### config.mk
export PLATFORM = sky130hd
export DESIGN_NAME = twin_prime_search_flat
export DESIGN_NICKNAME = d
export VERILOG_FILES = /design/src/rtl/tps_pkg.sv /design/src/rtl/tps_req_if.sv /design/src/rtl/tps_rsp_if.sv /design/src/rtl/twin_prime_search.sv /design/src/rtl/tps_rem_unit.sv /design/src/rtl/tps_prime_unit.sv /design/src/flat_wrapper.sv
export SDC_FILE = /design/constraint.sdc
export NUM_CORES = 1
export LEC_CHECK = 0
export ABC_CLOCK_PERIOD_IN_PS = 9200
export BUFFER_PORTS_ARGS = -buffer_cell sky130_fd_sc_hd__buf_2
export CELL_PAD_IN_SITES_DETAIL_PLACEMENT = 1
export CELL_PAD_IN_SITES_GLOBAL_PLACEMENT = 1
export CORE_AREA = 2 2 182 113
export DETAILED_ROUTE_END_ITERATION = 8
export DIE_AREA = 0 0 184 115
export PLACE_DENSITY_LB_ADDON = 0.1
export SKIP_LAST_GASP = 1
export SYNTH_ARGS = -nofsm -noshare
export SYNTH_HDL_FRONTEND = slang
export SYNTH_SLANG_ARGS = --single-unit
### constraint.sdc
create_clock -name clock -period 9.2 [get_ports clock]
set_clock_uncertainty 0.15 [all_clocks]
set_input_delay 0.46 -clock clock [delete_from_list [all_inputs] [get_ports clock]]
set_output_delay 0.46 -clock clock [all_outputs]
set_load 0.01 [all_outputs]
### src/rtl/tps_pkg.sv
// Shared types and constants for the twin prime search block.
package tps_pkg;

   localparam int unsigned NUMBER_BITS = 16;

   localparam logic OP_TEST = 1'b0;
   localparam logic OP_TWIN = 1'b1;

   typedef enum logic [2:0] {
      ST_IDLE,
      ST_PRIME,
      ST_STEP,
      ST_HI,
      ST_LO,
      ST_DONE
   } top_state_type;

   typedef enum logic [1:0] {
      PT_IDLE,
      PT_CHECK,
      PT_DIV
   } pt_state_type;

   typedef struct packed {
      logic done;
      logic prime;
   } pt_status_type;

endpackage

### src/rtl/tps_req_if.sv
// Request channel: opcode and number with valid/ready handshake.
interface tps_req_if
   import tps_pkg::*;
   ();
   logic                   valid;
   logic                   ready;
   logic                   opcode;
   logic [NUMBER_BITS-1:0] number;

   modport source (output valid, output opcode, output number, input ready);
   modport sink (input valid, input opcode, input number, output ready);
endinterface

### src/rtl/tps_rsp_if.sv
// Response channel: twin prime result and flags with valid/ready handshake.
interface tps_rsp_if
   import tps_pkg::*;
   ();
   logic                   valid;
   logic                   ready;
   logic [NUMBER_BITS-1:0] twin_upper;
   logic                   prime_flag;
   logic                   found_flag;
   logic                   input_error;

   modport source (output valid, output twin_upper, output prime_flag,
                   output found_flag, output input_error, input ready);
   modport sink (input valid, input twin_upper, input prime_flag,
                 input found_flag, input input_error, output ready);
endinterface

### src/rtl/twin_prime_search.sv
// Twin prime search top level: request sequencing and response register.
// Each request is handled alone; req.ready is high only while the block is
// idle. A primality test of n tries up to floor(sqrt(n)) - 1 trial
// divisors, each worked through the single bit-serial remainder unit. A twin
// search repeats that test for each candidate above n (and for candidate - 2
// when the candidate is prime), so its time grows with the gap to the next
// twin pair. The result sits in an output register, so a new request can be
// taken while the previous response waits.
module twin_prime_search
   import tps_pkg::*;
#(
   parameter int unsigned VALUE_BITS = 16
) (
   input  logic      clock,
   input  logic      reset,
   tps_req_if.sink   req_bus,
   tps_rsp_if.source rsp_bus
);

   localparam logic [VALUE_BITS-1:0] VAL_MAX = '1;

   top_state_type         state_ff, state_in;
   logic [VALUE_BITS-1:0] v_ff, v_in;
   logic [VALUE_BITS-1:0] upper_ff, upper_in;
   logic                  pflag_ff, pflag_in;
   logic                  found_ff, found_in;
   logic                  err_ff, err_in;
   logic                  rsp_valid_ff, rsp_valid_in;
   logic [VALUE_BITS-1:0] rsp_upper_ff, rsp_upper_in;
   logic                  rsp_pflag_ff, rsp_pflag_in;
   logic                  rsp_found_ff, rsp_found_in;
   logic                  rsp_err_ff, rsp_err_in;
   logic                  pt_start;
   logic [VALUE_BITS-1:0] pt_value;
   pt_status_type         pt_status;
   logic [VALUE_BITS-1:0] req_value;

   assign req_value = VALUE_BITS'(req_bus.number);

   tps_prime_unit #(
      .VALUE_BITS(VALUE_BITS)
   ) u_prime (
      .clock  (clock),
      .reset  (reset),
      .start  (pt_start),
      .value  (pt_value),
      .status (pt_status)
   );

   always_comb begin
      state_in     = state_ff;
      v_in         = v_ff;
      upper_in     = upper_ff;
      pflag_in     = pflag_ff;
      found_in     = found_ff;
      err_in       = err_ff;
      pt_start     = 1'b0;
      pt_value     = req_value;
      rsp_valid_in = rsp_valid_ff && !rsp_bus.ready;
      rsp_upper_in = rsp_upper_ff;
      rsp_pflag_in = rsp_pflag_ff;
      rsp_found_in = rsp_found_ff;
      rsp_err_in   = rsp_err_ff;
      case (state_ff)
         ST_IDLE: begin
            if (req_bus.valid) begin
               upper_in = '0;
               pflag_in = 1'b0;
               found_in = 1'b0;
               err_in   = 1'b0;
               v_in     = req_value;
               if (req_bus.opcode == OP_TEST) begin
                  pt_start = 1'b1;
                  state_in = ST_PRIME;
               end else if (req_value < VALUE_BITS'(2)) begin
                  err_in   = 1'b1;
                  state_in = ST_DONE;
               end else begin
                  state_in = ST_STEP;
               end
            end
         end
         ST_PRIME: begin
            if (pt_status.done) begin
               pflag_in = pt_status.prime;
               state_in = ST_DONE;
            end
         end
         ST_STEP: begin
            if (v_ff == VAL_MAX) begin
               state_in = ST_DONE;
            end else begin
               v_in     = v_ff + 1'b1;
               pt_value = v_ff + 1'b1;
               pt_start = 1'b1;
               state_in = ST_HI;
            end
         end
         ST_HI: begin
            pt_value = v_ff - VALUE_BITS'(2);
            if (pt_status.done) begin
               if (pt_status.prime) begin
                  pt_start = 1'b1;
                  state_in = ST_LO;
               end else begin
                  state_in = ST_STEP;
               end
            end
         end
         ST_LO: begin
            if (pt_status.done) begin
               if (pt_status.prime) begin
                  upper_in = v_ff;
                  found_in = 1'b1;
                  state_in = ST_DONE;
               end else begin
                  state_in = ST_STEP;
               end
            end
         end
         ST_DONE: begin
            if (!rsp_valid_ff || rsp_bus.ready) begin
               rsp_valid_in = 1'b1;
               rsp_upper_in = upper_ff;
               rsp_pflag_in = pflag_ff;
               rsp_found_in = found_ff;
               rsp_err_in   = err_ff;
               state_in     = ST_IDLE;
            end
         end
         default: state_in = ST_IDLE;
      endcase
   end

   always_ff @(posedge clock) begin
      if (reset) begin
         state_ff     <= ST_IDLE;
         rsp_valid_ff <= 1'b0;
      end else begin
         state_ff     <= state_in;
         rsp_valid_ff <= rsp_valid_in;
      end
      v_ff         <= v_in;
      upper_ff     <= upper_in;
      pflag_ff     <= pflag_in;
      found_ff     <= found_in;
      err_ff       <= err_in;
      rsp_upper_ff <= rsp_upper_in;
      rsp_pflag_ff <= rsp_pflag_in;
      rsp_found_ff <= rsp_found_in;
      rsp_err_ff   <= rsp_err_in;
   end

   assign req_bus.ready       = (state_ff == ST_IDLE);
   assign rsp_bus.valid       = rsp_valid_ff;
   assign rsp_bus.twin_upper  = NUMBER_BITS'(rsp_upper_ff);
   assign rsp_bus.prime_flag  = rsp_pflag_ff;
   assign rsp_bus.found_flag  = rsp_found_ff;
   assign rsp_bus.input_error = rsp_err_ff;

   a_busy_after_accept: assert property (@(posedge clock) disable iff (reset)
      req_bus.valid && req_bus.ready |=> !req_bus.ready)
      else $error("request taken while a transaction is in progress");

   a_flags_exclusive: assert property (@(posedge clock) disable iff (reset)
      rsp_bus.valid |-> !(rsp_bus.found_flag && rsp_bus.prime_flag))
      else $error("prime and found flags both set");

   a_error_clean: assert property (@(posedge clock) disable iff (reset)
      rsp_bus.valid && rsp_bus.input_error |->
         !rsp_bus.found_flag && (rsp_bus.twin_upper == '0))
      else $error("input error response carries a result");

   a_found_odd: assert property (@(posedge clock) disable iff (reset)
      rsp_bus.valid && rsp_bus.found_flag |-> rsp_bus.twin_upper[0])
      else $error("twin result is even");

endmodule

### src/rtl/tps_rem_unit.sv
// Restoring remainder unit, one quotient bit per cycle.
module tps_rem_unit #(
   parameter int unsigned VALUE_BITS = 16
) (
   input  logic                  clock,
   input  logic                  reset,
   input  logic                  start,
   input  logic [VALUE_BITS-1:0] dividend,
   input  logic [VALUE_BITS-1:0] divisor,
   output logic                  done,
   output logic [VALUE_BITS-1:0] remainder
);

   localparam int unsigned CW = $clog2(VALUE_BITS);

   logic                  busy_ff, busy_in;
   logic                  done_ff, done_in;
   logic [CW-1:0]         cnt_ff, cnt_in;
   logic [VALUE_BITS-1:0] rem_ff, rem_in;
   logic [VALUE_BITS-1:0] dvd_ff, dvd_in;
   logic [VALUE_BITS-1:0] dvs_ff, dvs_in;
   logic [VALUE_BITS:0]   trial;
   logic [VALUE_BITS:0]   diff;

   assign trial = {rem_ff, dvd_ff[VALUE_BITS-1]};
   assign diff  = trial - {1'b0, dvs_ff};

   always_comb begin
      busy_in = busy_ff;
      done_in = 1'b0;
      cnt_in  = cnt_ff;
      rem_in  = rem_ff;
      dvd_in  = dvd_ff;
      dvs_in  = dvs_ff;
      if (start) begin
         busy_in = 1'b1;
         cnt_in  = CW'(VALUE_BITS - 1);
         rem_in  = '0;
         dvd_in  = dividend;
         dvs_in  = divisor;
      end else if (busy_ff) begin
         rem_in = diff[VALUE_BITS] ? trial[VALUE_BITS-1:0] : diff[VALUE_BITS-1:0];
         dvd_in = dvd_ff << 1;
         cnt_in = cnt_ff - 1'b1;
         if (cnt_ff == '0) begin
            busy_in = 1'b0;
            done_in = 1'b1;
         end
      end
   end

   always_ff @(posedge clock) begin
      if (reset) begin
         busy_ff <= 1'b0;
         done_ff <= 1'b0;
      end else begin
         busy_ff <= busy_in;
         done_ff <= done_in;
      end
      cnt_ff <= cnt_in;
      rem_ff <= rem_in;
      dvd_ff <= dvd_in;
      dvs_ff <= dvs_in;
   end

   assign done      = done_ff;
   assign remainder = rem_ff;

endmodule

### src/rtl/tps_prime_unit.sv
// Trial division primality tester built around a single remainder unit.
module tps_prime_unit
   import tps_pkg::*;
#(
   parameter int unsigned VALUE_BITS = 16
) (
   input  logic                  clock,
   input  logic                  reset,
   input  logic                  start,
   input  logic [VALUE_BITS-1:0] value,
   output pt_status_type         status
);

   pt_state_type          state_ff, state_in;
   logic                  done_ff, done_in;
   logic                  prime_ff, prime_in;
   logic [VALUE_BITS-1:0] n_ff, n_in;
   logic [VALUE_BITS-1:0] d_ff, d_in;
   logic [VALUE_BITS:0]   sq_ff, sq_in;
   logic                  rem_start;
   logic                  rem_done;
   logic [VALUE_BITS-1:0] rem_value;

   tps_rem_unit #(
      .VALUE_BITS(VALUE_BITS)
   ) u_rem (
      .clock     (clock),
      .reset     (reset),
      .start     (rem_start),
      .dividend  (n_ff),
      .divisor   (d_ff),
      .done      (rem_done),
      .remainder (rem_value)
   );

   always_comb begin
      state_in  = state_ff;
      done_in   = 1'b0;
      prime_in  = prime_ff;
      n_in      = n_ff;
      d_in      = d_ff;
      sq_in     = sq_ff;
      rem_start = 1'b0;
      case (state_ff)
         PT_IDLE: begin
            if (start) begin
               n_in = value;
               if (value < VALUE_BITS'(2)) begin
                  done_in  = 1'b1;
                  prime_in = 1'b0;
               end else begin
                  d_in     = VALUE_BITS'(2);
                  sq_in    = (VALUE_BITS+1)'(4);
                  state_in = PT_CHECK;
               end
            end
         end
         PT_CHECK: begin
            // stop once the divisor squared passes the number
            if (sq_ff > {1'b0, n_ff}) begin
               done_in  = 1'b1;
               prime_in = 1'b1;
               state_in = PT_IDLE;
            end else begin
               rem_start = 1'b1;
               state_in  = PT_DIV;
            end
         end
         PT_DIV: begin
            if (rem_done) begin
               if (rem_value == '0) begin
                  done_in  = 1'b1;
                  prime_in = 1'b0;
                  state_in = PT_IDLE;
               end else begin
                  d_in     = d_ff + 1'b1;
                  sq_in    = sq_ff + {d_ff, 1'b1};
                  state_in = PT_CHECK;
               end
            end
         end
         default: state_in = PT_IDLE;
      endcase
   end

   always_ff @(posedge clock) begin
      if (reset) begin
         state_ff <= PT_IDLE;
         done_ff  <= 1'b0;
      end else begin
         state_ff <= state_in;
         done_ff  <= done_in;
      end
      prime_ff <= prime_in;
      n_ff     <= n_in;
      d_ff     <= d_in;
      sq_ff    <= sq_in;
   end

   assign status.done  = done_ff;
   assign status.prime = prime_ff;

endmodule

### src/flat_wrapper.sv
// flat-port wrapper written by rule: the top's interface ports become plain ports
module twin_prime_search_flat import tps_pkg::*;
#(
   parameter int unsigned VALUE_BITS = 16
)
  (clock, reset, req_bus_valid, req_bus_opcode, req_bus_number, req_bus_ready, rsp_bus_valid, rsp_bus_twin_upper, rsp_bus_prime_flag, rsp_bus_found_flag, rsp_bus_input_error, rsp_bus_ready);
  tps_req_if req_bus_i ();
  tps_rsp_if rsp_bus_i ();
  input  logic clock;
  input  logic reset;
  input wire logic [$bits(req_bus_i.valid)-1:0] req_bus_valid;
  input wire logic [$bits(req_bus_i.opcode)-1:0] req_bus_opcode;
  input wire logic [$bits(req_bus_i.number)-1:0] req_bus_number;
  output wire logic [$bits(req_bus_i.ready)-1:0] req_bus_ready;
  output wire logic [$bits(rsp_bus_i.valid)-1:0] rsp_bus_valid;
  output wire logic [$bits(rsp_bus_i.twin_upper)-1:0] rsp_bus_twin_upper;
  output wire logic [$bits(rsp_bus_i.prime_flag)-1:0] rsp_bus_prime_flag;
  output wire logic [$bits(rsp_bus_i.found_flag)-1:0] rsp_bus_found_flag;
  output wire logic [$bits(rsp_bus_i.input_error)-1:0] rsp_bus_input_error;
  input wire logic [$bits(rsp_bus_i.ready)-1:0] rsp_bus_ready;
  assign req_bus_i.valid = req_bus_valid;
  assign req_bus_i.opcode = req_bus_opcode;
  assign req_bus_i.number = req_bus_number;
  assign req_bus_ready = req_bus_i.ready;
  assign rsp_bus_valid = rsp_bus_i.valid;
  assign rsp_bus_twin_upper = rsp_bus_i.twin_upper;
  assign rsp_bus_prime_flag = rsp_bus_i.prime_flag;
  assign rsp_bus_found_flag = rsp_bus_i.found_flag;
  assign rsp_bus_input_error = rsp_bus_i.input_error;
  assign rsp_bus_i.ready = rsp_bus_ready;
  twin_prime_search #(.VALUE_BITS(VALUE_BITS)) u_core (.clock(clock), .reset(reset), .req_bus(req_bus_i), .rsp_bus(rsp_bus_i));
endmodule
; After elaboration in Yosys (flattened, before gate mapping)
; Index checks and enable logic that the tools add are counted.
[word_totals]
reg_bits = 165
out_inout_bits = 21
[op_classes]
add_sub_neg = 6
magnitude_cmp = 3
n_eq_ne = 22
mux = 72
bitwise_logic = 1
reduce_logical = 25
[op_table]
columns = operator, n
row1 = $mux W16, 13
row2 = $pmux W16 S2, 4
row3 = $mux W17, 4
row4 = $pmux W17 S2, 1
row5 = $add A16 B1 Y16 const B, 2
row6 = $lt A16 B2 Y1 const B, 2
row7 = $mux W3, 10
row8 = $mux W1, 29
row9 = $ne A2 B2 Y1 const B, 11
row10 = $pmux W3 S6, 1
row11 = $add A17 B17 Y17, 1
row12 = $gt A17 B16 Y1, 1
row13 = $sub A17 B16 Y17, 1
row14 = $eq A16 B16 Y1 const B, 1
row15 = $logic_not A16 Y1, 1
row16 = $sub A16 B2 Y16 const B, 1
row17 = $reduce_and A5 Y1, 2
row18 = $reduce_bool A2 Y1, 5
row19 = $pmux W1 S3, 3
row20 = $reduce_and A3 Y1, 3
row21 = $mux W2, 4
row22 = $eq A3 B2 Y1 const B, 2
row23 = $eq A3 B3 Y1 const B, 2
row24 = $ne A2 B1 Y1 const B, 3
row25 = 18 further kinds, 22

; Longest topological paths before layout
[logic_depth]
word_depth = 7
ltp_mapped = 12
depth_no_buf = 11

; Cells and area by module
; A second synthesis with hierarchy kept.
[hier_totals]
hier_cells = 936
hier_area_um2 = 9743.1
[modules_own_cells]
columns = module, instances, cells_per_inst, area_each_um2
row1 = tps_prime_unit, 1, 315, 3330.7
row2 = twin_prime_search, 1, 319, 3265.6
row3 = tps_rem_unit, 1, 302, 3146.8

; Least setup slack after synthesis
; Ideal clock, no wire load.
[synth_timing]
path_kind = flip-flop to flip-flop
start = register u_core.v_ff[2]
end = register u_core.u_prime.d_ff[0], enable pin
setup_time_ns = 0.434
t_arrival_ns = 3.804
path_slack_ns = 4.812
path_stages_with_launch = 12
n_path_buf = 1
synth_period_minus_slack_ns = 4.388
cell_sequence = edfxtp_1 -> inv_1 -> ha_1 -> or4b_1 -> buf_2 -> and4b_1 -> xor2_1 -> a22oi_1 -> o21ai_2 -> nor4_2 -> and3b_1 -> a21oi_1
[synth_between]
elab_chain_cells = 6
word_cells_on_any_way = 11
[synth_lines]
columns = element, line_no
row1 = "start, declared", twin_prime_search.sv:23  ; logic [VALUE_BITS-1:0] v_ff, v_in;
row2 = "start signal, assigned", twin_prime_search.sv:143  ; v_ff <= v_in;
row3 = $add A16 B1 Y16 / $eq A16 B16 Y1 (equally long branches), "twin_prime_search.sv:94, twin_prime_search.sv:90"
row4 = $mux W16, twin_prime_search.sv:90  ; if (v_ff == VAL_MAX) begin
row5 = $pmux W16 S2 *, twin_prime_search.sv:64  ; case (state_ff)
row6 = named net u_core.pt_value[15], twin_prime_search.sv:34  ; logic [VALUE_BITS-1:0] pt_value;
row7 = $lt A16 B2 Y1 *, tps_prime_unit.sv:48  ; if (value < VALUE_BITS'(2)) begin
row8 = $ne A2 B2 Y1 (no line) *, --
row9 = $reduce_and A5 Y1 (no line) *, --
row10 = "end signal, assigned", tps_prime_unit.sv:96  ; d_ff <= d_in;
row11 = "end, declared", tps_prime_unit.sv:18  ; logic [VALUE_BITS-1:0] d_ff, d_in;
; The timed path passes the listed nets; every way through them passes the cells marked *.
; A chain may end at the register's enable or synchronous reset.

; Worst setup path in the final report
[layout_timing]
start = register u_core.v_ff[6]
end = register u_core.u_prime.sq_ff[1], enable pin
[layout_between]
elab_chain_cells = 6
word_cells_on_any_way = 11
[layout_lines]
columns = element, line_no
row1 = $add A16 B1 Y16 / $eq A16 B16 Y1 (equally long branches), "twin_prime_search.sv:94, twin_prime_search.sv:90"
row2 = $mux W16, twin_prime_search.sv:90
row3 = $pmux W16 S2, twin_prime_search.sv:64
row4 = $lt A16 B2 Y1, tps_prime_unit.sv:48
row5 = $ne A2 B2 Y1 (no line), --
row6 = $reduce_and A5 Y1 (no line) *, --
row7 = "end signal, assigned", tps_prime_unit.sv:97  ; sq_ff <= sq_in;
row8 = "end, declared", tps_prime_unit.sv:19  ; logic [VALUE_BITS:0] sq_ff, sq_in;
; Every way passes the cells marked *; elsewhere a longest branch is shown, timed or not.

==> impl_metrics.toml <==
[yosys]
synth_edf_count = 136
syn_area_per_cell_um2 = 10.3
synth_ff_type = "edfxtp_1"
synth-seq-cells = 165
async_flop_share_pct = 0
yosysTopAreaCell = "edfxtp_1"
ys_top_cells_by_area = "edfxtp_1 (43%), ha_1 (6.8%), dfxtp_1 (6.1%)"
syn-instance-count = 926
ys_warn_count = 0
synth_top_area_share_pct = 42.8
syn_nets = 1001
netlist_area_um2 = 9550
synth.distinct_cells = 84
seq_area_frac_synth_pct = 48.8

[critical_path]
crit_fanout = 33
cp.required_ps = 9100
crit_type = "reg2reg"
cp.arrival_ps = 4280
ff2ff_setup_slack_ps = 4810
end_kind = "flop"
r2r-end = "u_core.u_prime.sq_ff[1]"
worst_r2r_path_depth = 8
start_kind = "flop"
worstReg2RegStart = "u_core.v_ff[6]"

[grt]
grt_pass1_wl_mm = 42.0
grt_overflow = 0
grt_max_degree = 57
grt_pass1_vias = 7253
grt_usage_pct = 26.2
antenna_found_initial = 0

[layout]
drive_gt1_share_pct = 10.8
num-nets-final = 1021
finalNonFillerCells = 1211
antennaDiodeCount = 0
fill_cells = 2116
area.growth.synth_to_final_pct = 9.64

[cts]
root_buffer = "clkbuf_16"
postCtsResizedCells = 0
numCtsBuffers = 17
cts_tree = "yes"
htree_num_levels = 4
clk_pin_slew_ps = 70
numClockSinks = 165
postCtsSetupBuffers = 0
worstSkewPairLatency_ps = 440
clk_path_buf_depth = 2
cts-hold-fix-buffers = 0

[worst_hold_path]
hp-class = "in2reg"
holdPathEnd = "u_core.v_ff[10]"
hold_path.startpoint = "req_bus_number[10]"
holdPathStages = 3

[sta]
setup_ws_ps = 4810
min_period_ps = 4390
slew_viol_final = 0
setup_viol = 0
finalCritPeriodShare_pct = 47.7
fmaxAchievable_ghz = 0.228
setup_tns_ps = 0
hold_viol = 0
rsz0062_at_grt = "no"
relSlewSlack_pct = 23.1
worst_slew_pin_slew_ps = 1150

[status]
status = "completed"

[drt]
wl_per_cell_um = 22.0
num_vias = 7343
drc = 0
wirelength_mm = 26.6
ant_nets = 0
first_iter_violations = 591
vias_per_cell = 6.06
detailedRoute.firstPassIterationCount = 5

[placement]
place_inst = 1179
port_buffers = 41
dpl.hpwl_mm = 19.7
place.gp.congestion = 0.935
place_ws_ps = 4910

[power]
p_total_w = 0.00322
power_density_nw_per_um2 = 307
vdd_drop_max_mv = 0.145
leakagePower_nw = 4.14

[floorplanning]
rows = 40
core_um2 = 19500
die_h_um = 115
initial_core_util_pct = 48.9
dieWidth_um = 184
num_io_pins = 42
dieArea_um2 = 21200

[flow_run]
maxCapViolCount = 0
[cell usage after synthesis, drive strengths merged (4+ instances only)]
cell type    n
xnor2       28
nor2b       10
o31ai       10
inv         65
o211ai       4
a311oi       6
nor4        16
o221ai       5
nand2b       8
o21ai       64
a21oi       46
and3        20
a31oi       11
nand4       14
and2        11
nand3       25
mux2i       11
xor2        28
o21a         7
and4         6
nand3b       5
or2          5
a21o        13
nand2       85
nor3        28
a211o        6
a211oi       5
or4          4
a22oi        6
nor3b        6
buf         20
ha          52
a21boi       5
edfxtp     136
clkbuf      25
nor2        59
dfxtp       29
[stage by stage]
step	utilization, %	area, um^2	hold WS, ps
after floorplan	-	9550	250
after global placement	50.8	9910	252
after detailed placement	50.8	9910	255
after CTS	53.6	10500	177
after global routing	53.6	10500	207
final	53.6	10500	199
[cells in the final DEF (no fill, tap or decap), types with 10 or more instances in the layout]
cell type,instances
edfxtp_1,136
nand2_1,85
inv_1,65
nor2_1,58
o21ai_0,54
ha_1,52
a21oi_1,44
buf_2,41
dfxtp_1,29
xor2_1,28
xnor2_1,28
nor3_1,26
nand3_1,23
and3_1,20
clkbuf_16,17
nand4_1,13
a21o_1,13
nor4_1,12
and2_1,11
a31oi_1,11
mux2i_1,11
nor2b_1,10
[layer usage]
metal  GRT usage, %  part of all wire [%]
met4           5.60                  0.82
met1           40.9                    53
met2           37.4                    41
met3           5.35                   5.4
met5              0                     0
[registers in the layout, indices dropped and copies added, names as in the netlist, 2 cells and up]
name,cells
u_core.upper_ff,16
u_core.rsp_bus.twin_upper,16
u_core.u_prime.u_rem.cnt_ff,4
u_core.u_prime.state_ff,2
u_core.state_ff,3
u_core.u_prime.d_ff,16
u_core.u_prime.u_rem.dvd_ff,16
u_core.v_ff,16
u_core.u_prime.u_rem.remainder,16
u_core.u_prime.n_ff,16
u_core.u_prime.u_rem.dvs_ff,16
u_core.u_prime.sq_ff,17
[layout make-up]
type	count	area (um^2)	area share (%)
clock buffer	17	425	4.06
clock inverter	15	136	1.30
tap	252	315	3.01
multi-input combinational	651	4440	42.4
sequential	165	4660	44.5
timing repair buffer	46	243	2.32
inverter	65	244	2.33
[logic make-up after synthesis]
family                     count (synthesis)  synth area share, %
DFF                                      165                 48.8
AOI/OAI and AO/OA                        213                 15.0
adders and majority gates                 54                 7.23
and+or+nand+nor                          317                 17.8
buffers and inverters                    110                 4.89
muxes                                     11                 1.15
xor gates and xnor gates                  56                 5.14
[worst max path at each step]
stage,slack (ps),start,end,cells past startpoint
floorplan,4810,u_core.v_ff[2],u_core.u_prime.d_ff[0],11
global placement,5060,u_core.v_ff[6],u_core.u_prime.sq_ff[6],8
detailed placement,4910,u_core.v_ff[6],u_core.u_prime.sq_ff[6],8
CTS,4880,u_core.v_ff[6],u_core.u_prime.sq_ff[1],8
global route,4540,u_core.v_ff[0],u_core.u_prime.sq_ff[1],9
finish,4810,u_core.v_ff[6],u_core.u_prime.sq_ff[1],8
[critical path, cell delays in order (launching register included)]
cell	delay, ps
edfxtp_1	770
and4_4	340
nand4_2	170
o311ai_4	790
a221oi_1	250
nand4_1	240
nor4_2	100
and3b_1	250
a21oi_4	900
[power by group]
group,switching [W],internal [W],total [W],leakage [nW]
combinational,0.000765,0.000472,0.00124,2.34
sequential,0.000216,0.00106,0.00128,1.52
clock,0.000306,0.000396,0.000702,0.283
(Power assumes the default switching activity.)
